**config.mk**
```make
export PLATFORM = sky130hd
export DESIGN_NAME = hbd_ctrl
export DESIGN_NICKNAME = d
export VERILOG_FILES = /design/src/hdl/hbd_pkg.sv /design/src/hdl/hbd_ctrl.sv
export SDC_FILE = /design/constraint.sdc
export NUM_CORES = 1
export LEC_CHECK = 0
export BUFFER_PORTS_ARGS = -buffer_cell sky130_fd_sc_hd__buf_4
export CAP_MARGIN = 10
export CORE_AREA = 3 3 40 42
export CTS_BUF_LIST = sky130_fd_sc_hd__clkbuf_8
export CTS_CLUSTER_DIAMETER = 150
export CTS_CLUSTER_SIZE = 25
export DETAILED_ROUTE_END_ITERATION = 12
export DIE_AREA = 0 0 43 45
export HOLD_SLACK_MARGIN = 0.02
export PLACE_DENSITY = 0.4
export SLEW_MARGIN = 30
export SYNTH_ARGS = -nofsm -noshare
export SYNTH_HDL_FRONTEND = slang
export SYNTH_SLANG_ARGS = --single-unit
```
**constraint.sdc**
```tcl
create_clock -name clk -period 1.1 [get_ports clk]
set_input_delay 0.055 -clock clk [delete_from_list [all_inputs] [get_ports clk]]
set_output_delay 0.055 -clock clk [all_outputs]
set_load 0.01 [all_outputs]
```
**src/hdl/hbd_pkg.sv**
```systemverilog
package hbd_pkg;

  // Field widths of the node table and the stream
  localparam int IDX_W          = 9;
  localparam int LETTER_W       = 8;
  localparam int NODE_COUNT_DEF = 512;

  // Command codes carried in the command field
  localparam logic CMD_WRITE  = 1'b0;
  localparam logic CMD_DECODE = 1'b1;

  // One table entry
  typedef struct packed {
    logic [IDX_W-1:0]    left;
    logic [IDX_W-1:0]    right;
    logic                is_leaf;
    logic [LETTER_W-1:0] letter;
  } node_t;

  // Update of the walk position
  typedef enum logic [1:0] {
    WALK_HOLD,
    WALK_ZERO,
    WALK_CHILD
  } walk_op_t;

  // Controller to datapath
  typedef struct packed {
    logic     accept;
    logic     wr_en;
    logic     rd_en;
    logic     rd_child;
    walk_op_t walk_op;
    logic     emit;
  } ctrl_cmd_t;

  // Datapath to controller
  typedef struct packed {
    logic in_valid;
    logic command;
    logic tree_loaded;
    logic is_leaf;
    logic last_bit;
    logic out_free;
  } ctrl_stat_t;

endpackage

```
**src/hdl/hbd_ctrl.sv**
```systemverilog
module hbd_ctrl (
  input  logic               clk,
  input  logic               rst,
  input  hbd_pkg::ctrl_stat_t stat,
  output hbd_pkg::ctrl_cmd_t  cmd
);
  import hbd_pkg::*;

  typedef enum logic [1:0] {
    IDLE,
    LOOK_CUR,
    LOOK_CHILD
  } state_t;

  state_t state;
  state_t state_next;

  // Sequence one word: write, or up to two table lookups per decoded bit
  always_comb begin
    cmd        = '0;
    cmd.walk_op = WALK_HOLD;
    state_next = state;
    case (state)
      IDLE: begin
        cmd.accept = 1'b1;
        if (stat.in_valid) begin
          if (stat.command == CMD_WRITE) begin
            cmd.wr_en   = 1'b1;
            cmd.walk_op = WALK_ZERO;
          end else if (!stat.tree_loaded) begin
            cmd.walk_op = WALK_ZERO;
          end else begin
            cmd.rd_en  = 1'b1;
            state_next = LOOK_CUR;
          end
        end
      end
      LOOK_CUR: begin
        if (stat.is_leaf) begin
          if (stat.out_free) begin
            cmd.emit    = 1'b1;
            cmd.walk_op = WALK_ZERO;
            state_next  = IDLE;
          end
        end else begin
          cmd.rd_en    = 1'b1;
          cmd.rd_child = 1'b1;
          state_next   = LOOK_CHILD;
        end
      end
      LOOK_CHILD: begin
        if (stat.is_leaf) begin
          if (stat.out_free) begin
            cmd.emit    = 1'b1;
            cmd.walk_op = WALK_ZERO;
            state_next  = IDLE;
          end
        end else begin
          cmd.walk_op = stat.last_bit ? WALK_ZERO : WALK_CHILD;
          state_next  = IDLE;
        end
      end
      default: begin
        state_next = IDLE;
      end
    endcase
  end

  always_ff @(posedge clk) begin
    if (rst) begin
      state <= IDLE;
    end else begin
      state <= state_next;
    end
  end

endmodule

```
# Word level (Yosys, flattened, before mapping)

Cells that the tools add are included.

Equal/unequal tests: 5
Multiplexer cells: 25
Reductions and logical operators: 2

Operator list:

| kind                                                            | number |
|---|---|
| 2-bit two-way mux                                               | 13 |
| 2-bit case mux with 3 select lines                              | 2 |
| 1-bit two-way mux                                               | 8 |
| 2-bit inequality test, second input constant                    | 3 |
| 1-bit case mux with 2 select lines                              | 2 |
| 3-bit AND reduction                                             | 1 |
| 2-bit by 1-bit == test with 1-bit output, second input constant | 1 |
| 2-bit == test, second input constant                            | 1 |
| 2-bit zero test                                                 | 1 |

Flip-flop bits (word level): 2
Bits of input ports: 8
Output and inout port bits: 7
Logic and storage cells: 33

# Depth between registers and ports, before layout

Gate-level depths: netlist of run 1.

Depth after elaboration: 4
Gate-level depth with buffers: 5
Depth with buffers taken out: 5

# Worst setup path before layout of run 1

OpenSTA, ideal clock, no wires.

Kind: register -> register
Start point: reg state[1]
End point: reg state[0]
Setup time: 0.074 ns
Data arrival time: 1.261 ns
Data required time: 1.026 ns
Path slack: -0.235 ns
Cell stages (with the launch flop): 6
Buffers on the path: 0
Clock period less this slack: 1.335 ns
Path through: dfxtp_1 inv_1 ha_1 nand2_1 or3_1 a31oi_1

Cells in the longest elaborated chain, start to end: 3
Elaborated cells between the ends (all ways): 8
Classes of those cells: eq/ne (5); mux (1); reduce/logical (2)

RTL lines:

| what                            | line           | RTL |
|---|---|---|
| from (decl)                     | hbd_ctrl.sv:15 | `state_t state;` |
| from (signal assigned)          | hbd_ctrl.sv:73 | `state <= state_next;` |
| 2-bit zero test                 | hbd_ctrl.sv:23 | `case (state)` |
| 2-bit inequality test (no line) | n/a            |  |
| 3-bit AND reduction (no line)   | n/a            |  |

Several ways; a longest one is shown, not always the timed one.
A chain may end at the register's enable or synchronous reset.

==> out/metrics.yaml, run 1 <==
startpoint_type: "flop"
dieArea_um2: 1940
synth.avg_cell_area_um2: 8.34
fin_cells: 69
area_delta_synth_final_pct: 121
cts-root-buf: "clkbuf_8"
outcome: "complete, but fails checks"
max-slew-margin-rel_pct: 86.3
cp_max_fo: 4
largest_register_ffs: 2
worst_path_largest_cell_delay_ns: 0.37
drv_cap: 0
antenna_cells: 0
required_ns: 1.04
die_width_um: 43
post-dp-hpwl_um: 638
vias: 322
dpl.cell_count: 62
finalCritPeriodShare_pct: 120
worst_pin_slew_ns: 0.204
vias_per_cell: 4.67
grt.overflow.total: 0
initial_core_util_pct: 19.5
synthesis.nets: 42
fin_crit_ns: 1.32
hp-class: "in2reg"
rr_worst_depth: 6
skew_ns: 0.00551
clk_pin_slew_ns: 0.03
violations: "setup timing"
gp_congestion: 0.697
drtIter0Drc: 1
grt_pass1_wl_mm: 1.28
p_int_mw: 0.429
slew_viol_final: 0
wirelength_um: 778
pin_count: 15
top_register: "state"
setup_ws_ns: -0.221
drive_gt1_share_pct: 70.4
crit_type: "reg2out"
ys_ff_latch: 2
p_switching_mw: 0.153
portBuffers: 14
grt_pass1_vias: 314
grt_max_degree: 10
crit_arrival_ns: 1.27
power_density_nw_per_um2: 1050
synthCells: 30
cts.path.max_buffers: 2
die_h_um: 45
p_total_mw: 0.583
leakage_nw: 0.233
hold_path_depth: 3
crit_path_top_delay_cell: "dfxtp_4"
final_cell_mix: "buf_4, buf_6, nand3_1, ha_4, clkbuf_8"
ir_drop_v: 0.000631
rsz0062_at_grt: "true"
ys_warn_count: 0
antenna_found_initial: 0
setup_viol: 9
row_count: 13
reg_top3: "state (2)"
hold_viol_final: 0
end_kind: "primary output"
fp.coreArea_um2: 1280
netSwitchingFraction_pct: 26.3
fmax_mhz: 757
cts_tree: "done"
power_frac_seq_pct: 15.1
clk_latency_ns: 0.21
nets: 67
avgRoutedWirePerCell_um: 11.3
yosysSeqAreaShare_pct: 16.0
postRouteAntennaNets: 0
drc_errors: 0
pre_cts_ws_ns: -0.0983
track_usage_pct: 9.12
clock_sinks: 2
synth_area_um2: 250
mostFrequentLayoutCell: "buf_4"
path_cells: "inv_4, ha_4, and2b_2, o21bai_1, buf_4"
combPwrFrac_pct: 33.5
clkPwrFrac_pct: 51.3
htree_levels: 1
synthDistinctLibCells: 20
cts_made_buffers: 3
dr.pass1.iters: 2
==> final cells by class <==
cell class	instances	area, um^2
clock buffer	3	41.3
clock inverter	1	3.75
inverter	2	12.5
multi-input combinational	26	258
sequential	2	47.5
timing repair buffer	20	171
fill	136	732
tap	15	18.8
==> critical path: cells and delay by family, from the launching register on <==
kind                       cells  cell delay, ns
and+or+nand+nor                1            0.19
buffers and inverters          2            0.19
AOI/OAI and AO/OA              1            0.14
DFF                            1            0.37
adders and majority gates      1            0.16
==> Yosys cell counts, drive strengths merged <==
library cell  instances  area share (%)
dfxtp                 2              16
inv                   2             3.0
o21ai                 1             2.0
nand3b                1             3.0
nor2                  1             1.5
a31oi                 2             5.0
a21oi                 1             3.5
and3                  1             3.0
o21bai                1             3.0
nor4bb                1             4.0
a221oi                1             6.0
a21o                  1             3.5
nor4b                 1             3.5
o211ai                1             3.0
and2b                 1             3.5
nand3                 3             6.0
nand2                 3             4.5
a211o                 1             3.5
or3                   1             2.5
ha                    4              20
==> power groups by stage <==
stage	Sequential [mW]	Combinational, mW	Clock [mW]
CTS	0.0881	0.195	0.310
detailed placement	0.0899	0.173	0
floorplan	0.0882	0.0882	0
finish	0.0881	0.195	0.299
global placement	0.0895	0.172	0
global route	0.0890	0.213	0.328
==> kinds of logic after synthesis <==
kind of cell,count (synthesis),synth area share [%]
buffers and inverters,2,3.00
DFF,2,16.0
and+or+nand+nor,13,31.5
AOI/OAI and AO/OA,9,29.5
adders and majority gates,4,20.0
==> layer usage <==
metal	part of all wire (%)	wire (um)	track usage, %	vias to the layer above
li1	-	-	-	161
met1	46	360	10.5	148
met2	45	353	13.8	10
met3	7.2	56	5.58	3
met4	1.0	8	3.61	0
met5	0	0	0	-
==> final timing paths <==
check	start	to	slack, ns
max	state[1]	cmd[4]	-0.22
min	stat[2]	state[1]	0.18
max reg2reg	state[1]	state[1]	-0.16
min reg2reg	state[0]	state[0]	0.55
==> through the flow <==
step                cell area (um^2)  util, %  hold WS [ns]  TNS (ns)
floorplan                        303        -         0.114   -0.0782
global placement                 449     35.0         0.221    -0.252
detailed placement               449     35.0         0.228    -0.227
CTS                              546     42.5         0.180     -1.35
global route                     553     43.0         0.195     -1.80
finish                           553     43.0         0.184     -1.25
==> what timing repair did <==
item                                    in CTS  in global routing
resized for setup                            9                  0
pin swaps                                    5                  5
hold buffers                                 1                  0
hold endpoints to repair                     2                  0
endpoints found under the setup margin       9                  9
setup buffers                                1                  1
No activity file was read; power rests on OpenSTA's default activity.
==> inputs of run 2 (changes only) <==
--- a/config.mk
+++ b/config.mk
@@ -15,4 +15,5 @@
 export DIE_AREA = 0 0 43 45
 export HOLD_SLACK_MARGIN = 0.02
+export MAX_ROUTING_LAYER = met4
 export PLACE_DENSITY = 0.4
 export SLEW_MARGIN = 30
==> constraint.sdc (replaced) <==
create_clock -name clk -period 1.1 [get_ports clk]
set_input_delay 0.22 -clock clk [delete_from_list [all_inputs] [get_ports clk]]
set_output_delay 0.22 -clock clk [all_outputs]
set_load 0.01 [all_outputs]
==> run 2 against run 1 <==
Against the previous run:
- the run still ends with setup timing left
- wire length up 4.5%
- sequential share of layout area down 0.65 points
- critical path depth unchanged
- critical path type unchanged
==> out/metrics.yaml, run 2 (synthesized netlist as in run 1, its figures left out) <==
hold_start: "rst"
violations: "setup timing"
postRouteAntennaNets: 0  # unchanged
final_cell_mix: "buf_4, buf_6, ha_4, clkbuf_8"
post-dp-hpwl_um: 623  # -2.4%
cts_tree: "done"
startpoint_type: "flop"
outcome: "complete, but fails checks"
wirelength_um: 813  # +4.5%
avgRoutedWirePerCell_um: 11.5  # +1.6%
end_kind: "primary output"
whs_ns: 0.171  # -0.0124 ns
top_register: "state"
reg_top3: "state (2)"
grt_max_degree: 8  # -2
finalInstanceArea_um2: 598  # +8.1%
drtIter0Drc: 1  # unchanged
cts.path.max_buffers: 2  # unchanged
cp_max_fo: 4  # unchanged
regToRegSetupSlack_ns: -0.17  # about the same
crit_path_top_delay_cell: "dfxtp_4"
hold_path_depth: 2  # -1
r2r-start: "state[0]"
clk_latency_ns: 0.21  # about the same
postCtsHoldBufs: 0  # -1
final_core_util_pct: 46.5  # +3.5 points
antenna_cells: 0  # unchanged
portBuffers: 14  # unchanged
finalCritPeriodShare_pct: 134  # +14 points
rr_worst_depth: 6  # unchanged
drc_errors: 0  # unchanged
grt_pass1_vias: 305  # -2.9%
r2r_end: "state[1]"
hold_viol_final: 0  # unchanged
crit_arrival_ns: 1.25  # -0.02 ns
row_count: 13  # unchanged
cts_made_buffers: 3  # unchanged
die_width_um: 43  # unchanged
vias: 335  # +4.0%
clk_pin_slew_ns: 0.03  # about the same
antenna_found_initial: 0  # unchanged
worst_path_largest_cell_delay_ns: 0.36  # about the same
mostFrequentLayoutCell: "buf_4"
power_density_nw_per_um2: 1000  # -4.7%
crit_type: "reg2out"
path_cells: "inv_4, ha_4, and2b_2, o21bai_4, buf_6"
fp.coreArea_um2: 1280  # unchanged
min_to: "state[1]"
setup_viol: 9  # unchanged
leakage_nw: 0.253  # +8.6%
die_h_um: 45  # unchanged
required_ns: 0.88  # -0.16 ns
slew_viol_final: 0  # unchanged
dieArea_um2: 1940  # unchanged
path_delay_family: "flip-flops"
grt_pass1_wl_mm: 1.26  # -1.6%
dpl_cell_area_um2: 479  # +6.7%
pin_count: 15  # unchanged
worst_pin_slew_ns: 0.201  # -0.00255 ns
dr.pass1.iters: 3  # +1
drv_cap: 0  # unchanged
grt.overflow.total: 0  # unchanged
nets: 70  # +4.5%
area_delta_synth_final_pct: 139
critPathBufInv: 2  # unchanged
drive_gt1_share_pct: 78.6  # +8.2 points
hp-class: "in2reg"
track_usage_pct: 9.58  # +0.46 points
skew_ns: 0.00335  # -0.00217 ns
tns_ns: -2.44  # -1.19 ns
largest_register_ffs: 2  # unchanged
cts-root-buf: "clkbuf_8"
clock_sinks: 2  # unchanged
fmax_mhz: 679  # -10%
vias_per_cell: 4.72  # +1.1%
max-slew-margin-rel_pct: 86.4  # +0.13 points
fin_crit_ns: 1.47  # +0.151 ns
initial_core_util_pct: 19.5  # unchanged
gp_congestion: 0.702  # +0.67%
crit_cells: 5  # unchanged
rsz0062_at_grt: "true"
htree_levels: 1  # unchanged
ir_drop_v: 0.000368  # -42%
setup_ws_ns: -0.373  # -0.151 ns
-- run 2: how the worst max path moves through the flow --
stage	start	endpoint
final	state[1]	cmd[4]
after global routing	state[1]	cmd[4]
after CTS	state[1]	cmd[4]
after detailed placement	state[1]	cmd[4]
after global placement	state[1]	cmd[4]
after floorplan	state[1]	state[0]
-- run 2: where the power goes --
part	internal (mW)	leakage, nW	total [mW]	switching, mW
sequential	0.0774	0.0178	0.0877	0.0103
combinational	0.133	0.213	0.224	0.0915
clock	0.231	0.0216	0.289	0.0573
-- run 2: cell type report --
cell class	count	area [um^2]
Timing Repair Buffer	23	199
Clock buffer	3	41.3
Inverter	2	12.5
Sequential cell	2	47.5
Multi-Input combinational cell	26	279
Fill cell	123	687
Tap cell	15	18.8
-- run 2: stage by stage --
| step | power [mW] | worst slack [ns] | std cells |
|---|---|---|---|
| floorplan | 0.186 | -0.0804 | 30 |
| global placement | 0.270 | -0.181 | 63 |
| detailed placement | 0.272 | -0.188 | 63 |
| finish | 0.601 | -0.373 | 71 |
| CTS | 0.597 | -0.390 | 70 |
| global route | 0.640 | -0.415 | 71 |
-- run 2: repair_timing --
item	in CTS	in global routing
buffers inserted	4	1
gates resized for setup	8	3
pin swaps	7	4
cloned	0	0
endpoints found under the setup margin	9	9
-- run 2: per-layer routing --
layer / share of wire, % / GRT usage [%] / up-vias
li1: - / - / 167
met3: 4.2 / 1.20 / 4
met2: 49 / 12.6 / 11
met4: 4.4 / 10.8 / 0
met5: 0 / - / -
met1: 43 / 11.7 / 153
==> inputs of run 3 (changes only) <==
- CAP_MARGIN: 10 -> 20
- CORE_AREA: 3 3 40 42 -> 2 2 39 41
- DIE_AREA: 0 0 43 45 -> 0 0 41 43
==> run 3 against run 2 <==
Against the previous run:
- the run still ends with setup timing left
- die area shrank 8.9%
- sequential share of layout area shrank 0.32 points
- first-iteration DRC count is the same
- core utilization shrank 1.5 points
- clock power is essentially flat
- critical path depth is the same
==> out/metrics.yaml, run 3 (synthesized netlist as in run 1, its figures left out) <==
largest_register_ffs: 2  # unchanged
fmax_mhz: 677  # -0.37%
max-slew-margin-rel_pct: 85.5  # -0.87 points
leakage_nw: 0.257  # +1.8%
vias_per_cell: 4.56  # -3.3%
top_register: "state"
area_delta_synth_final_pct: 149
cts-root-buf: "clkbuf_8"
clk_pin_slew_ns: 0.03  # about the same
antenna_found_initial: 0  # unchanged
dieArea_um2: 1760  # -8.9%
drv_cap: 0  # unchanged
die_h_um: 43  # -4.4%
dpl_cell_area_um2: 488  # +1.8%
combPwrFrac_pct: 38.7  # +1.4 points
grt_pass1_vias: 299  # -2.0%
wirelength_um: 853  # +4.9%
hold_path_depth: 2  # unchanged
fin_crit_ns: 1.48  # +0.00540 ns
clock_sinks: 2  # unchanged
grt_pass1_wl_mm: 1.32  # +4.9%
hp-class: "in2reg"
ir_drop_v: 0.000684  # +86%
setup_ws_ns: -0.378  # -0.00540 ns
end_kind: "primary output"
fp.coreArea_um2: 1380  # +7.7%
cts_made_buffers: 3  # unchanged
p_switching_mw: 0.161  # +1.4%
vias: 333  # -0.60%
pre_cts_ws_ns: -0.207  # -0.0188 ns
final_core_util_pct: 45.0  # -1.5 points
antenna_cells: 0  # unchanged
finalInstanceArea_um2: 623  # +4.2%
drtIter0Drc: 1  # unchanged
track_usage_pct: 12.2  # +2.6 points
portBuffers: 14  # unchanged
power_density_nw_per_um2: 976  # -2.8%
worst_pin_slew_ns: 0.215  # +0.0135 ns
crit_type: "reg2out"
outcome: "complete, but fails checks"
finalCritPeriodShare_pct: 134  # +0.49 points
gp_congestion: 0.697  # -0.74%
pin_count: 15  # unchanged
clk_latency_ns: 0.21  # about the same
power_frac_seq_pct: 14.3  # -0.3 points
p_total_mw: 0.608  # +1.3%
cts.path.max_buffers: 2  # unchanged
drive_gt1_share_pct: 80.7  # +2.1 points
rr_worst_depth: 7  # +1
dr.pass1.iters: 2  # -1
drc_errors: 0  # unchanged
grt.overflow.total: 0  # unchanged
reg_top3: "state (2)"
die_width_um: 41  # -4.7%
cts_tree: "done"
postRouteAntennaNets: 0  # unchanged
mostFrequentLayoutCell: "buf_4"
fin_cells: 73  # +2.8%
netSwitchingFraction_pct: 26.5  # +0.032 points
nets: 71  # +1.4%
skew_ns: 0.000945  # -0.00240 ns
htree_levels: 1  # unchanged
crit_arrival_ns: 1.26  # about the same
required_ns: 0.88  # about the same
slew_viol_final: 0  # unchanged
p_int_mw: 0.447  # +1.2%
row_count: 14  # +1
cp_max_fo: 4  # unchanged
dpl.cell_count: 65  # +3.2%
rsz0062_at_grt: "true"
setup_viol: 9  # unchanged
initial_core_util_pct: 18.1  # -1.4 points
violations: "setup timing"
startpoint_type: "flop"
clkPwrFrac_pct: 47.0  # -1.1 points
avgRoutedWirePerCell_um: 11.7  # +2.0%
final_cell_mix: "buf_4, buf_6, ha_4, clkbuf_8"
grt_max_degree: 9  # +1
hold_viol_final: 0  # unchanged
-- run 3: layout make-up --
type                            instances  area [um^2]
Timing Repair Buffer                   24          203
Sequential cell                         2         47.5
Multi-Input combinational cell         26          299
Fill cell                             146          761
Tap cell                               16         20.0
Clock buffer                            3         41.3
Inverter                                2         12.5
-- run 3: through the flow --
stage | TNS, ns | hold WS, ns
floorplan | -0.312 | 0.277
global placement | -0.878 | 0.387
detailed placement | -1.03 | 0.389
CTS | -2.57 | 0.166
global route | -2.99 | 0.178
finish | -2.46 | 0.180
-- run 3: layer usage --
metal | GRT usage [%] | part of all wire (%) | vias to the layer above
met5 | - | 0 | -
met4 | 10.0 | 0 | 0
met3 | 5.24 | 7.2 | 0
met2 | 16.6 | 55 | 10
met1 | 13.1 | 37 | 152
li1 | - | - | 171
-- run 3: what timing repair did --
action                     4_1_cts  5_1_grt
pin swaps                        8        5
gates resized for setup          8        6
setup endpoints to repair        9        9
setup buffers                    4        2
hold buffers                     0        0
cloned                           0        0
-- run 3: final timing paths --
check	startpoint	end	slack (ns)
worst max-delay path	state[1]	cmd[4]	-0.38
worst min-delay path	rst	state[1]	0.18
worst min register to register	state[0]	state[0]	0.57
worst max register to register	state[1]	state[1]	-0.25
-- run 3: power by group through the flow --
stage               combinational (mW)  sequential, mW  clock (mW)
floorplan                       0.0987          0.0868           0
global placement                 0.194          0.0881           0
detailed placement               0.194          0.0879           0
CTS                              0.226          0.0868       0.300
global route                     0.255          0.0885       0.305
finish                           0.235          0.0872       0.286
-- run 3: worst max-delay path: stages (launching register included) --
cell	delay, ns
dfxtp_4	0.36
inv_4	0.05
ha_4	0.16
and2b_2	0.19
o21bai_4	0.16
buf_6	0.12
